===== src/hdl/rau_pkg.sv =====
package rau_pkg;
	localparam int OperandWidth = 16;
	localparam int ResNumBits = 34;
	localparam int ResDenBits = 32;

	localparam logic [2:0] MODE_ADD = 3'd0;
	localparam logic [2:0] MODE_SUB = 3'd1;
	localparam logic [2:0] MODE_MUL = 3'd2;
	localparam logic [2:0] MODE_DIV = 3'd3;
	localparam logic [2:0] MODE_NEG = 3'd4;
	localparam logic [2:0] MODE_CMP = 3'd5;
	localparam logic [2:0] MODE_NRM = 3'd6;
	localparam logic [2:0] MODE_BAD = 3'd7;

	localparam logic [1:0] ORD_LT = 2'd0;
	localparam logic [1:0] ORD_EQ = 2'd1;
	localparam logic [1:0] ORD_GT = 2'd2;

	typedef enum logic [5:0] {
		ST_IDLE = 6'b000001,
		ST_MUL  = 6'b000010,
		ST_GCD  = 6'b000100,
		ST_DIV  = 6'b001000,
		ST_OUT  = 6'b010000,
		ST_PREP = 6'b100000
	} state_t;
endpackage


===== src/hdl/rau_sermul.sv =====
// Shift-add multiplier: one multiplier bit per cycle.
module rau_sermul import rau_pkg::*; #(
	parameter int W = OperandWidth + 1
) (
	input  logic             clk,
	input  logic             arst_n,
	input  logic             start,
	input  logic [W-1:0]     a,
	input  logic [W-1:0]     b,
	output logic             done,
	output logic [2*W-1:0]   p
);
	localparam int CW = $clog2(W + 1);
	logic [2*W-1:0] acc_q;
	logic [2*W-1:0] mc_q;
	logic [W-1:0]   mp_q;
	logic [CW-1:0]  cnt_q;
	logic           busy_q;

	always_ff @(posedge clk or negedge arst_n) begin
		if (!arst_n) begin
			busy_q <= 1'b0;
			cnt_q  <= '0;
		end else if (start) begin
			busy_q <= 1'b1;
			cnt_q  <= CW'(W);
		end else if (busy_q) begin
			cnt_q <= cnt_q - 1'b1;
			if (cnt_q == CW'(1))
				busy_q <= 1'b0;
		end
	end

	always_ff @(posedge clk) begin
		if (start) begin
			acc_q <= '0;
			mc_q  <= {{W{1'b0}}, a};
			mp_q  <= b;
		end else if (busy_q) begin
			if (mp_q[0])
				acc_q <= acc_q + mc_q;
			mc_q <= {mc_q[2*W-2:0], 1'b0};
			mp_q <= {1'b0, mp_q[W-1:1]};
		end
	end

	assign done = busy_q && (cnt_q == CW'(1));
	assign p = mp_q[0] ? acc_q + mc_q : acc_q;
endmodule


===== src/hdl/rau_gcd.sv =====
// Binary gcd, one step per cycle; then bit-serial restoring division of
// numerator and denominator by the gcd.
module rau_gcd import rau_pkg::*; #(
	parameter int W = 2 * OperandWidth + 2
) (
	input  logic         clk,
	input  logic         arst_n,
	input  logic         start,
	input  logic [W-1:0] n_in,
	input  logic [W-1:0] d_in,
	output logic         done,
	output logic [W-1:0] n_out,
	output logic [W-1:0] d_out
);
	localparam int CW = $clog2(W + 1);
	typedef enum logic [3:0] {
		G_IDLE = 4'b0001, G_RUN = 4'b0010, G_DN = 4'b0100, G_DD = 4'b1000
	} gst_t;
	gst_t gst_q;
	logic [W-1:0]  x_q, y_q, g_q, n_q, d_q, quo_q, rem_q, dvd_q;
	logic [CW-1:0] k_q, cnt_q;
	logic [W:0]    trial;
	logic [W-1:0]  rsh;

	assign rsh = {rem_q[W-2:0], dvd_q[W-1]};
	assign trial = {1'b0, rsh} - {1'b0, g_q};

	always_ff @(posedge clk or negedge arst_n) begin
		if (!arst_n) begin
			gst_q <= G_IDLE;
			done  <= 1'b0;
		end else begin
			done <= 1'b0;
			unique case (gst_q)
				G_IDLE: if (start) gst_q <= G_RUN;
				G_RUN:  if (y_q == '0 || x_q == '0) gst_q <= G_DN;
				G_DN:   if (cnt_q == CW'(1)) gst_q <= G_DD;
				G_DD: if (cnt_q == CW'(1)) begin
					gst_q <= G_IDLE;
					done  <= 1'b1;
				end
				default: gst_q <= G_IDLE;
			endcase
		end
	end

	always_ff @(posedge clk) begin
		case (gst_q)
			G_IDLE: begin
				x_q <= n_in; y_q <= d_in; n_q <= n_in; d_q <= d_in; k_q <= '0;
			end
			G_RUN: begin
				if (y_q == '0 || x_q == '0) begin
					g_q   <= ((x_q | y_q) == '0) ? W'(1) : (x_q | y_q) << k_q;
					cnt_q <= CW'(W);
					dvd_q <= n_q; rem_q <= '0;
				end else if (!x_q[0] && !y_q[0]) begin
					x_q <= x_q >> 1; y_q <= y_q >> 1; k_q <= k_q + 1'b1;
				end else if (!x_q[0]) x_q <= x_q >> 1;
				else if (!y_q[0]) y_q <= y_q >> 1;
				else if (x_q >= y_q) x_q <= (x_q - y_q) >> 1;
				else y_q <= (y_q - x_q) >> 1;
			end
			G_DN, G_DD: begin
				if (cnt_q == CW'(1) && gst_q == G_DN) begin
					quo_q <= {dvd_q[W-2:0], ~trial[W]};
					dvd_q <= d_q; rem_q <= '0; cnt_q <= CW'(W);
				end else begin
					dvd_q <= {dvd_q[W-2:0], ~trial[W]};
					rem_q <= trial[W] ? rsh : trial[W-1:0];
					cnt_q <= cnt_q - 1'b1;
				end
			end
			default: ;
		endcase
	end

	assign n_out = quo_q;
	assign d_out = dvd_q;
endmodule


===== src/hdl/rational_arithmetic_unit_core.sv =====
// Rational arithmetic unit. Each input transfer carries an opcode and two
// fractions a = a_num/a_den, b = b_num/b_den; exactly one result transfer
// follows. Add, subtract, multiply, divide, negate and normalize give the
// result reduced to lowest terms (sign in res_num, res_den positive);
// compare gives order (0 less, 1 equal, 2 greater) with 0/1 as fraction.
// A zero denominator, a zero divisor or opcode 7 sets error with all other
// fields zero. One item is in flight at a time: products come from one
// shift-add multiplier (one bit per cycle, run up to three times), then a
// binary gcd and two bit-serial divisions by the gcd; errors and compare
// skip the gcd, negate and normalize skip the multiplier. A new item is
// taken once the previous result has been transferred out of the output
// register.
module rational_arithmetic_unit_core import rau_pkg::*; #(
	parameter int OPERAND_WIDTH = OperandWidth
) (
	input  logic                       clk,
	input  logic                       arst_n,
	input  logic                       s_tvalid,
	output logic                       s_tready,
	// mode[2:0], a_num, a_den, b_num, b_den (low to high), zero padded
	input  logic [((3+4*OPERAND_WIDTH+7)/8)*8-1:0] s_tdata,
	output logic                       m_tvalid,
	input  logic                       m_tready,
	// res_num[33:0], res_den[65:34], order[67:66], error[68], zero padded
	output logic [71:0]                m_tdata
);
	localparam int OW = OPERAND_WIDTH;
	localparam int MW = OW + 1;
	localparam int GW = 2 * OW + 2;

	state_t state_q;
	logic [2:0]        mode_q;
	logic signed [MW-1:0] an_q, ad_q, bn_q, bd_q;
	logic [1:0]        step_q;
	logic signed [2*MW-1:0] p0_q, p1_q, p2_q;
	logic              mstart;
	logic              mdone;
	logic [MW-1:0]     ma, mb;
	logic [2*MW-1:0]   mp;
	logic              gstart, gdone;
	logic [GW-1:0]     gn, gd, gno, gdo;
	logic              neg_q;
	logic [ResNumBits-1:0] rn_q;
	logic [ResDenBits-1:0] rd_q;
	logic [1:0]        ord_q;
	logic              err_q;
	logic              mneg;
	logic [MW-1:0]     mam, mbm;
	logic signed [GW:0] sn;

	logic [2:0]  in_mode;
	logic signed [OW-1:0] in_an, in_ad, in_bn;
	logic [OW-1:0] in_bd;
	logic        in_err, uses_b;
	assign in_mode = s_tdata[2:0];
	assign in_an = s_tdata[3+OW-1:3];
	assign in_ad = s_tdata[3+2*OW-1:3+OW];
	assign in_bn = s_tdata[3+3*OW-1:3+2*OW];
	assign in_bd = s_tdata[3+4*OW-1:3+3*OW];
	assign uses_b = (in_mode <= MODE_DIV) || (in_mode == MODE_CMP);
	assign in_err = (in_mode == MODE_BAD) || (in_ad == '0) ||
		(uses_b && in_bd == '0) || (in_mode == MODE_DIV && in_bn == '0);

	assign s_tready = (state_q == ST_IDLE);

	// multiplier operands: magnitudes, sign tracked separately
	always_comb begin
		logic signed [MW-1:0] x, y;
		x = an_q; y = bd_q;
		unique case (step_q)
			2'd0: begin x = an_q; y = (mode_q == MODE_MUL) ? bn_q : bd_q; end
			2'd1: begin x = ad_q; y = bn_q; end
			default: begin x = ad_q; y = bd_q; end
		endcase
		mneg = x[MW-1] ^ y[MW-1];
		mam = x[MW-1] ? MW'(-x) : MW'(x);
		mbm = y[MW-1] ? MW'(-y) : MW'(y);
	end
	assign ma = mam;
	assign mb = mbm;

	rau_sermul #(.W(MW)) u_mul (
		.clk(clk), .arst_n(arst_n), .start(mstart), .a(ma), .b(mb),
		.done(mdone), .p(mp)
	);

	// signed numerator and positive denominator before reduction
	always_comb begin
		logic signed [GW:0] n, d;
		unique case (mode_q)
			MODE_ADD: n = GW'(p0_q) + GW'(p1_q);
			MODE_SUB: n = GW'(p0_q) - GW'(p1_q);
			MODE_NEG: n = -(GW+1)'(an_q);
			MODE_NRM: n = (GW+1)'(an_q);
			default:  n = (GW+1)'(p0_q);
		endcase
		d = (mode_q == MODE_NEG || mode_q == MODE_NRM) ? (GW+1)'(ad_q) :
			(mode_q == MODE_DIV) ? (GW+1)'(p1_q) : (GW+1)'(p2_q);
		if (mode_q == MODE_DIV && d < 0) n = -n;
		sn = n;
		gd = d[GW] ? GW'(-d) : GW'(d);
	end
	assign gn = sn[GW] ? GW'(-sn) : GW'(sn);

	rau_gcd #(.W(GW)) u_gcd (
		.clk(clk), .arst_n(arst_n), .start(gstart), .n_in(gn), .d_in(gd),
		.done(gdone), .n_out(gno), .d_out(gdo)
	);

	assign mstart = (state_q == ST_PREP);

	logic gcd_go_q;
	always_ff @(posedge clk or negedge arst_n) begin
		if (!arst_n) begin
			state_q  <= ST_IDLE;
			m_tvalid <= 1'b0;
			step_q   <= '0;
			gcd_go_q <= 1'b0;
		end else begin
			gcd_go_q <= 1'b0;
			unique case (state_q)
				ST_IDLE: if (s_tvalid) begin
					step_q <= '0;
					if (in_err) begin
						state_q <= ST_OUT; m_tvalid <= 1'b1;
					end else if (in_mode == MODE_NEG || in_mode == MODE_NRM) begin
						state_q <= ST_GCD; gcd_go_q <= 1'b1;
					end else state_q <= ST_PREP;
				end
				ST_PREP: state_q <= ST_MUL;
				ST_MUL: if (mdone) begin
					if (step_q == 2'd2 || (mode_q == MODE_DIV && step_q == 2'd1) ||
						(mode_q == MODE_CMP && step_q == 2'd1)) begin
						if (mode_q == MODE_CMP) begin
							state_q <= ST_OUT; m_tvalid <= 1'b1;
						end else begin
							state_q <= ST_GCD; gcd_go_q <= 1'b1;
						end
					end else begin
						step_q <= (mode_q == MODE_MUL) ? 2'd2 : step_q + 1'b1;
						state_q <= ST_PREP;
					end
				end
				ST_GCD: if (gdone) begin
					state_q <= ST_OUT; m_tvalid <= 1'b1;
				end
				ST_OUT: if (m_tready) begin
					state_q <= ST_IDLE; m_tvalid <= 1'b0;
				end
				default: state_q <= ST_IDLE;
			endcase
		end
	end

	logic [GW-1:0] gnum;
	assign gnum = neg_q ? GW'(-gno) : gno;

	always_ff @(posedge clk) begin
		if (state_q == ST_IDLE && s_tvalid) begin
			mode_q <= in_mode;
			err_q  <= in_err;
			an_q <= in_ad[OW-1] ? -MW'(in_an) : MW'(in_an);
			ad_q <= in_ad[OW-1] ? -MW'(in_ad) : MW'(in_ad);
			bn_q <= MW'(in_bn);
			bd_q <= MW'({1'b0, in_bd});
			ord_q <= ORD_LT;
			rn_q <= '0;
			rd_q <= in_err ? '0 : ResDenBits'(1);
		end
		if (mdone) begin
			case (step_q)
				2'd0: p0_q <= mneg ? -(2*MW)'(mp) : (2*MW)'(mp);
				2'd1: p1_q <= mneg ? -(2*MW)'(mp) : (2*MW)'(mp);
				default: p2_q <= mneg ? -(2*MW)'(mp) : (2*MW)'(mp);
			endcase
			if (mode_q == MODE_CMP && step_q == 2'd1) begin
				logic signed [2*MW-1:0] r;
				r = mneg ? -(2*MW)'(mp) : (2*MW)'(mp);
				ord_q <= (p0_q < r) ? ORD_LT : (p0_q == r) ? ORD_EQ : ORD_GT;
			end
		end
		if (gcd_go_q) neg_q <= sn[GW];
		if (gdone) begin
			rn_q <= ResNumBits'(gnum);
			rd_q <= ResDenBits'(gdo);
		end
	end

	// gcd start is registered, so the gcd launches in the cycle after the operands settle
	logic gstart_q;
	always_ff @(posedge clk or negedge arst_n) begin
		if (!arst_n) gstart_q <= 1'b0;
		else gstart_q <= gcd_go_q;
	end
	assign gstart = gstart_q;

	assign m_tdata = {3'b000, err_q, ord_q, rd_q, rn_q};
endmodule


===== config.mk =====
export PLATFORM = sky130hd
export DESIGN_NAME = rational_arithmetic_unit_core
export DESIGN_NICKNAME = d
export VERILOG_FILES = /design/src/hdl/rau_pkg.sv /design/src/hdl/rau_sermul.sv /design/src/hdl/rau_gcd.sv /design/src/hdl/rational_arithmetic_unit_core.sv
export SDC_FILE = /design/constraint.sdc
export NUM_CORES = 2
export LEC_CHECK = 0
export BUFFER_PORTS_ARGS = -buffer_cell sky130_fd_sc_hd__buf_2
export CORE_MARGIN = 3
export CORE_UTILIZATION = 28
export DETAILED_ROUTE_END_ITERATION = 12
export GPL_TIMING_DRIVEN = 0
export PLACE_DENSITY = 0.48
export SYNTH_ARGS = -nofsm -noshare
export SYNTH_HDL_FRONTEND = slang
export SYNTH_SLANG_ARGS = --single-unit

===== constraint.sdc =====
create_clock -name clk -period 11.99 [get_ports clk]
set_input_delay 1.199 -clock clk [delete_from_list [all_inputs] [get_ports clk]]
set_output_delay 1.199 -clock clk [all_outputs]
set_load 0.01 [all_outputs]

# After elaboration in Yosys (flattened, before gate mapping)

Cells that the tools add are included.

Register bits: 631
Input bits: 76
Output and inout bits: 74

Add/subtract/negate cells: 20
$lt $le $gt $ge: 4
Equal/unequal tests: 43
Shift operators: 1
Mux-type cells: 96
Bitwise logic cells: 4
Reductions and logical operators: 51

Operator list:

| operator              | count |
|---|---|
| $mux W34              | 19 |
| $pmux W34 S2          | 3 |
| $mux W17              | 9 |
| $pmux W35 S4          | 1 |
| $neg A34 Y34          | 4 |
| $mux W35              | 3 |
| $logic_not A34 Y1     | 3 |
| $mux W33              | 3 |
| $sub A34 B34 Y35      | 2 |
| $sub A34 B34 Y34      | 2 |
| $mux W6               | 11 |
| $pmux W33 S2          | 1 |
| $mux W32              | 2 |
| $logic_not A16 Y1     | 3 |
| $add A34 B34 Y35      | 1 |
| $lt A35 B1 Y1 const B | 1 |
| $neg A17 Y35          | 1 |
| $neg A35 Y35          | 1 |
| $add A34 B34 Y34      | 1 |
| $eq A34 B34 Y1        | 1 |
| $ge A34 B34 Y1        | 1 |
| $lt A34 B34 Y1        | 1 |
| $neg A16 Y17          | 2 |
| $neg A17 Y17          | 2 |
| 52 further kinds      | 141 |

# Longest topological paths before layout

Word-level depth: 10
Depth in mapped cells: 31
Mapped depth without buffers: 27

# Hierarchy

A second synthesis with hierarchy kept.

Cell total of the unflattened synthesis: 5058
Area total of the unflattened synthesis: 46450.8 µm²

By module, submodules not included:

| module                        | times used | cells an instance | area each (µm²) | sequential area each (µm²) |
|---|---|---|---|---|
| rational_arithmetic_unit_core | 1          | 2280              | 20310.7         | 7468.4 |
| rau_gcd                       | 1          | 2108              | 19885.3         | 8624.5 |
| rau_sermul                    | 1          | 670               | 6254.7          | 2192.1 |

# Worst setup path after synthesis

Ideal clock, no wire load.

Path type: register -> register
From: register mode_q[0]
To: register u_gcd.x_q[32] (data pin)
Data arrival time: 7191 ps
Required time: 11736 ps
Path slack: 4544 ps
Stages on the path, launching flop included: 27
Clock period less this slack: 7446 ps
Path through: edfxtp_1 buf_2 buf_1 buf_1 clkbuf_1 buf_1 nand2_1 clkbuf_1 mux2i_1 fa_1 nor2b_1 a211oi_1 or2_2 clkbuf_1 ha_1 or3b_1 a2111o_1 nor4_4 nand4_1 nor4_1 xor2_1 o32ai_1 nand4bb_4 or4b_4 o31ai_4 xnor2_1 o21a_1

Cells in the longest elaborated chain, start to end: 9

Ends and longest elaborated chain:

| what                                                  | RTL line                                                                 | source |
|---|---|---|
| from (decl)                                           | rational_arithmetic_unit_core.sv:32                                      | `logic [2:0] mode_q;` |
| from (signal assigned)                                | rational_arithmetic_unit_core.sv:160                                     | `mode_q <= in_mode;` |
| $eq A3 B2 Y1 / $eq A3 B3 Y1 (equally long branches)   | -                                                                        |  |
| $mux W35 / $logic_or A1 B1 Y1 (equally long branches) | rational_arithmetic_unit_core.sv:98, rational_arithmetic_unit_core.sv:97 |  |
| $mux W35                                              | rational_arithmetic_unit_core.sv:97                                      | `d = (mode_q == MODE_NEG \|\| mode_q == MODE_NRM) ? (GW+1)'(ad_q) :` |
| $lt A35 B1 Y1                                         | rational_arithmetic_unit_core.sv:99                                      | `if (mode_q == MODE_DIV && d < 0) n = -n;` |
| $logic_and A1 B1 Y1                                   | rational_arithmetic_unit_core.sv:99                                      |  |
| $mux W35 (*)                                          | rational_arithmetic_unit_core.sv:99                                      |  |
| $neg A34 Y34                                          | rational_arithmetic_unit_core.sv:103                                     | `assign gn = sn[GW] ? GW'(-sn) : GW'(sn);` |
| $mux W34 (*)                                          | rational_arithmetic_unit_core.sv:103                                     |  |
| via gn[32]                                            | rational_arithmetic_unit_core.sv:41                                      | `logic [GW-1:0] gn, gd, gno, gdo;` |
| $pmux W34 S2 (*)                                      | rau_gcd.sv:48                                                            | `case (gst_q)` |
| to (signal assigned)                                  | rau_gcd.sv:58                                                            | `x_q <= x_q >> 1; y_q <= y_q >> 1; k_q <= k_q + 1'b1;` |
| to (signal assigned)                                  | rau_gcd.sv:59                                                            | `end else if (!x_q[0]) x_q <= x_q >> 1;` |
| to (signal assigned)                                  | rau_gcd.sv:61                                                            | `else if (x_q >= y_q) x_q <= (x_q - y_q) >> 1;` |
| to (decl)                                             | rau_gcd.sv:20                                                            | `logic [W-1:0] x_q, y_q, g_q, n_q, d_q, quo_q, rem_q, dvd_q;` |

Mark *: on every way through the listed nets, which the timed path passes. The rest lies on a longest branch.
A chain may end at the register's enable or synchronous reset.

# Final worst setup path

From: register mode_q[0]
To: register u_gcd.x_q[7] (data pin)

RTL lines:

| what                                                  | RTL line                                                                 | source |
|---|---|---|
| $eq A3 B2 Y1 / $eq A3 B3 Y1 (equally long branches)   | -                                                                        |  |
| $mux W35 / $logic_or A1 B1 Y1 (equally long branches) | rational_arithmetic_unit_core.sv:98, rational_arithmetic_unit_core.sv:97 |  |
| $mux W35                                              | rational_arithmetic_unit_core.sv:97                                      |  |
| $lt A35 B1 Y1                                         | rational_arithmetic_unit_core.sv:99                                      |  |
| $logic_and A1 B1 Y1                                   | rational_arithmetic_unit_core.sv:99                                      |  |
| $mux W35 (*)                                          | rational_arithmetic_unit_core.sv:99                                      |  |
| via sn[34]                                            | rational_arithmetic_unit_core.sv:49                                      | `logic signed [GW:0] sn;` |
| $mux W34 (*)                                          | rational_arithmetic_unit_core.sv:103                                     |  |
| via gn[7]                                             | rational_arithmetic_unit_core.sv:41                                      |  |
| $pmux W34 S2 (*)                                      | rau_gcd.sv:48                                                            |  |

Marks and branches as above.

==> summary.txt <==
CTS
  – Later-pin clock latency in the skew report: 0.69 ns
  – CTS Hold Buffers Added: 0
  – Root buffer cell: clkbuf_16
  – H-tree levels: 3
  – Post-CTS Resized: 0
  – TritonCTS Buffers: 77
  – Clock Sinks: 630
  – Setup bufs post-CTS: 0
  – Worst-path clk slew: 0.07 ns
  – CTS tree: built
  – Clock buffer depth: 3

Global routing
  – Total grt overflow: 0
  – First-pass GRT wire length: 227 mm
  – Initial antenna violation count: 2
  – Vias in the first global route: 35,489
  – GRT Total Usage: 18.1%
  – Largest net degree at the start of global routing: 73

Critical path
  – Cell repeated most along the worst path: clkbuf_1
  – Critical Path Start: mode_q[0]$_DFFE_PP_
  – Crit start category: flip-flop
  – Reg-to-reg startpoint: mode_q[0]$_DFFE_PP_
  – Reg2reg end: u_gcd.x_q[7]$_DFFE_PP_
  – Worst path max stage delay: 0.80 ns
  – R2R depth: 27
  – CP max-delay cell: xor2_1
  – Setup slack, reg-to-reg: 1.76 ns
  – Critical Path RT: 12.54 ns
  – CP endpoint: u_gcd.x_q[7]$_DFFE_PP_
  – Critical Path AT: 10.78 ns
  – CP Max Fanout: 10
  – CP Capture Type: flip-flop
  – Critical path type: flip-flop to flip-flop

Run
  – Max-cap viol count: 0

Floorplan
  – Initial Utilization: 28.4%
  – Die height: 405 um
  – Total core area: ~160,000 sq um
  – Row cnt: 145
  – Die Width: approximately 400 um
  – Die area: 164,000 sq um
  – Ports: 150

Pwr
  – Pwr Total: 10,800 uW
  – Clock power frac: 23.7%
  – Sequential power share: between 30% and 40%
  – Logic pwr share: 45.7%
  – Internal power: between 6000 and 7000 uW
  – Switch Pwr: 4440 uW
  – Switching part of the total: 41.2%
  – Worst vdd ir: between 0.1 and 0.15 mV
  – Leakage: 0.0190 uW
  – Pwr dens: 211 nW/um^2

STA
  – Setup violations, final: 0
  – Final period util: between 80% and 90%
  – Tightest Pin Transition: 1.23 ns
  – Fmax: 97.7 MHz
  – Setup_tns: 0 ns
  – RSZ-0062 raised after global routing: no
  – Final slew viol count: 0
  – Tmin final: 10.23 ns
  – Max_slew headroom: roughly 18%
  – Clock Skew: 0.0598 ns
  – Hold Vio Cnt, Final: 0

Route
  – Vias: 37,038
  – Drt wl/cell: about 22 um
  – Drt pass-1 iters: 5
  – DRC: 0
  – Final WL: 153 mm
  – Vias per cell: about 5.3
  – Initial DRC Count: 2,786
  – Remaining antenna violation count: 0

Synthesis
  – Distinct cells, synth: 115
  – Avg Inst Size Synth: about 9.6 sq um
  – Post-synthesis cell count: around 4,700
  – Synth Register Bits: between 600 and 700
  – EDFF count, synth: ~560
  – Sequential cell area fraction in the yosys report: about two fifths
  – Cell area after synthesis: 44,600 sq um
  – Ys async rst share: 3.33%
  – Top FF cell, synth: edfxtp_1
  – Yosys warnings: 0

Finish
  – Layout cells sized above 1: slightly below 9%
  – P&R area growth vs syn: 14.2%
  – Post-layout nets: 5,237
  – Final Util: 32.4%
  – ANT cells: 0

Run status
  – Status: finished clean

Placed design
  – RD Place Congestion: 0.920
  – Port buffer count: 140
  – HPWL after DPL: about 120 mm

Min path
  – Worst hold path type: flip-flop to flip-flop
==> sequential cells by signal (all words and copies together), names as in the netlist, 6 cells and up <==
name,count
u_mul.mp_q,17
u_gcd.d_out,34
p1_q,34
u_gcd.g_q,34
p0_q,34
u_gcd.k_q,6
bd_q,16
u_gcd.n_out,34
rd_q,32
rn_q,34
u_gcd.n_q,34
u_gcd.x_q,34
ad_q,17
u_mul.mc_q,34
u_gcd.cnt_q,6
u_gcd.d_q,34
u_gcd.rem_q,33
u_gcd.y_q,34
u_mul.acc_q,34
p2_q,34
bn_q,16
an_q,17
==> kinds of logic (layout without fill, tap and decap cells) <==
logic type / Yosys count / in the layout / synth area share, %
simple gates: 1525 / 1525 / 17.0
compound gates: 1198 / 1198 / 17.9
flops: 630 / 630 / 41.0
buf+inv: 472 / 769 / 4.09
xor+xnor: 390 / 390 / 7.67
fa+ha+maj: 261 / 261 / 7.40
mux: 185 / 185 / 4.93
other cells: 1 / 5 / 0.00840
==> layer usage <==
| metal | vias to the layer above | GRT usage, % | wire [um] |
|---|---|---|---|
| li1 | 17726 | - | - |
| met1 | 17988 | 25.1 | 69800 |
| met2 | 1141 | 29.0 | 69000 |
| met3 | 183 | 2.78 | 9420 |
| met4 | 0 | 5.23 | 4290 |
| met5 | - | 0 | 0 |
==> cell usage in the layout, fill, tap and decap left out, types with 41 or more instances in the layout <==
master     instances
edfxtp_1         556
mux2i_1          123
dfxtp_1           53
clkbuf_16         77
nand4_1           55
clkbuf_1         188
o21a_1            61
o21ai_0          207
nor2_1           490
xnor2_1          272
a31oi_1           60
nand3_1           78
a22oi_1           48
nand2_1          333
ha_1             256
or3_1             41
a211oi_1          58
xor2_1           117
o31ai_1           53
nor3_1           107
and2_1            82
buf_2            152
inv_1            237
nor4_1            62
nand2b_1          43
nor2b_1           48
a21oi_1          328
a21o_1            57
==> how the worst min path moves through the flow <==
stage	start	end	slack, ns	cells after the start
floorplan	gcd_go_q$_DFF_PN0_	gstart$_DFF_PN0_	0.36	0
global placement	gcd_go_q$_DFF_PN0_	gstart$_DFF_PN0_	0.39	0
detailed placement	gcd_go_q$_DFF_PN0_	gstart$_DFF_PN0_	0.38	0
CTS	gcd_go_q$_DFF_PN0_	gstart$_DFF_PN0_	0.39	0
global route	gcd_go_q$_DFF_PN0_	gstart$_DFF_PN0_	0.40	0
finish	gcd_go_q$_DFF_PN0_	gstart$_DFF_PN0_	0.39	0
==> final cells by class <==
cell class / instances / area, sq um
sequential: 630 / 18300
tap: 2058 / 2570
buffer: 229 / 913
multi-input combinational: 3564 / 24600
inverter: 243 / 915
clock buffer: 87 / 1960
timing repair buffer: 155 / 937
clock inverter: 55 / 803
fill: 16251 / 106000
==> synth_stat cells (58+ instances only) <==
cell type  number  area, sq um
nor3_1        107          536
nor2_1        491         1840
a211oi_1       58          435
xnor2_1       272         2380
and2_1         84          526
xor2_1        117         1020
inv_1         238          893
nor4_1         64          400
o21a_1         61          458
ha_1          256         3200
nand3_1        78          390
a21oi_1       328         1640
mux2i_1       123         1230
nand2_1       333         1250
o21ai_0       208         1040
edfxtp_1      556        16700
clkbuf_1      179          672
a31oi_1        60          375
==> power by group through the flow <==
stage,Sequential (uW),Combinational [uW],Clock (uW)
after floorplan,3270,3430,0
after global placement,3360,4830,0
after detailed placement,3350,4900,0
after CTS,3300,4920,2630
after global routing,3330,5490,2710
final,3300,4930,2550
==> stage by stage <==
| stage | instance area [sq um] | cells | setup slack (ns) | hold slack, ns |
|---|---|---|---|---|
| after floorplan | 44700 | 4666 | 4.54 | 0.362 |
| after global routing | 51000 | 7021 | 1.21 | 0.400 |
| after global placement | 47900 | 6864 | 0.438 | 0.390 |
| after detailed placement | 48200 | 6879 | 1.73 | 0.379 |
| final | 51000 | 7021 | 1.76 | 0.386 |
| after CTS | 51000 | 7021 | 1.71 | 0.391 |
==> worst max-delay path: cells and delay by family, from the launching register on <==
kind	cells	cell delay, ns
compound gates	4	1.01
xor+xnor	2	1.26
fa+ha+maj	2	0.76
buf+inv	10	3.66
flops	1	0.47
mux	1	0.47
simple gates	8	2.42
No activity file was read; power rests on OpenSTA's default activity.
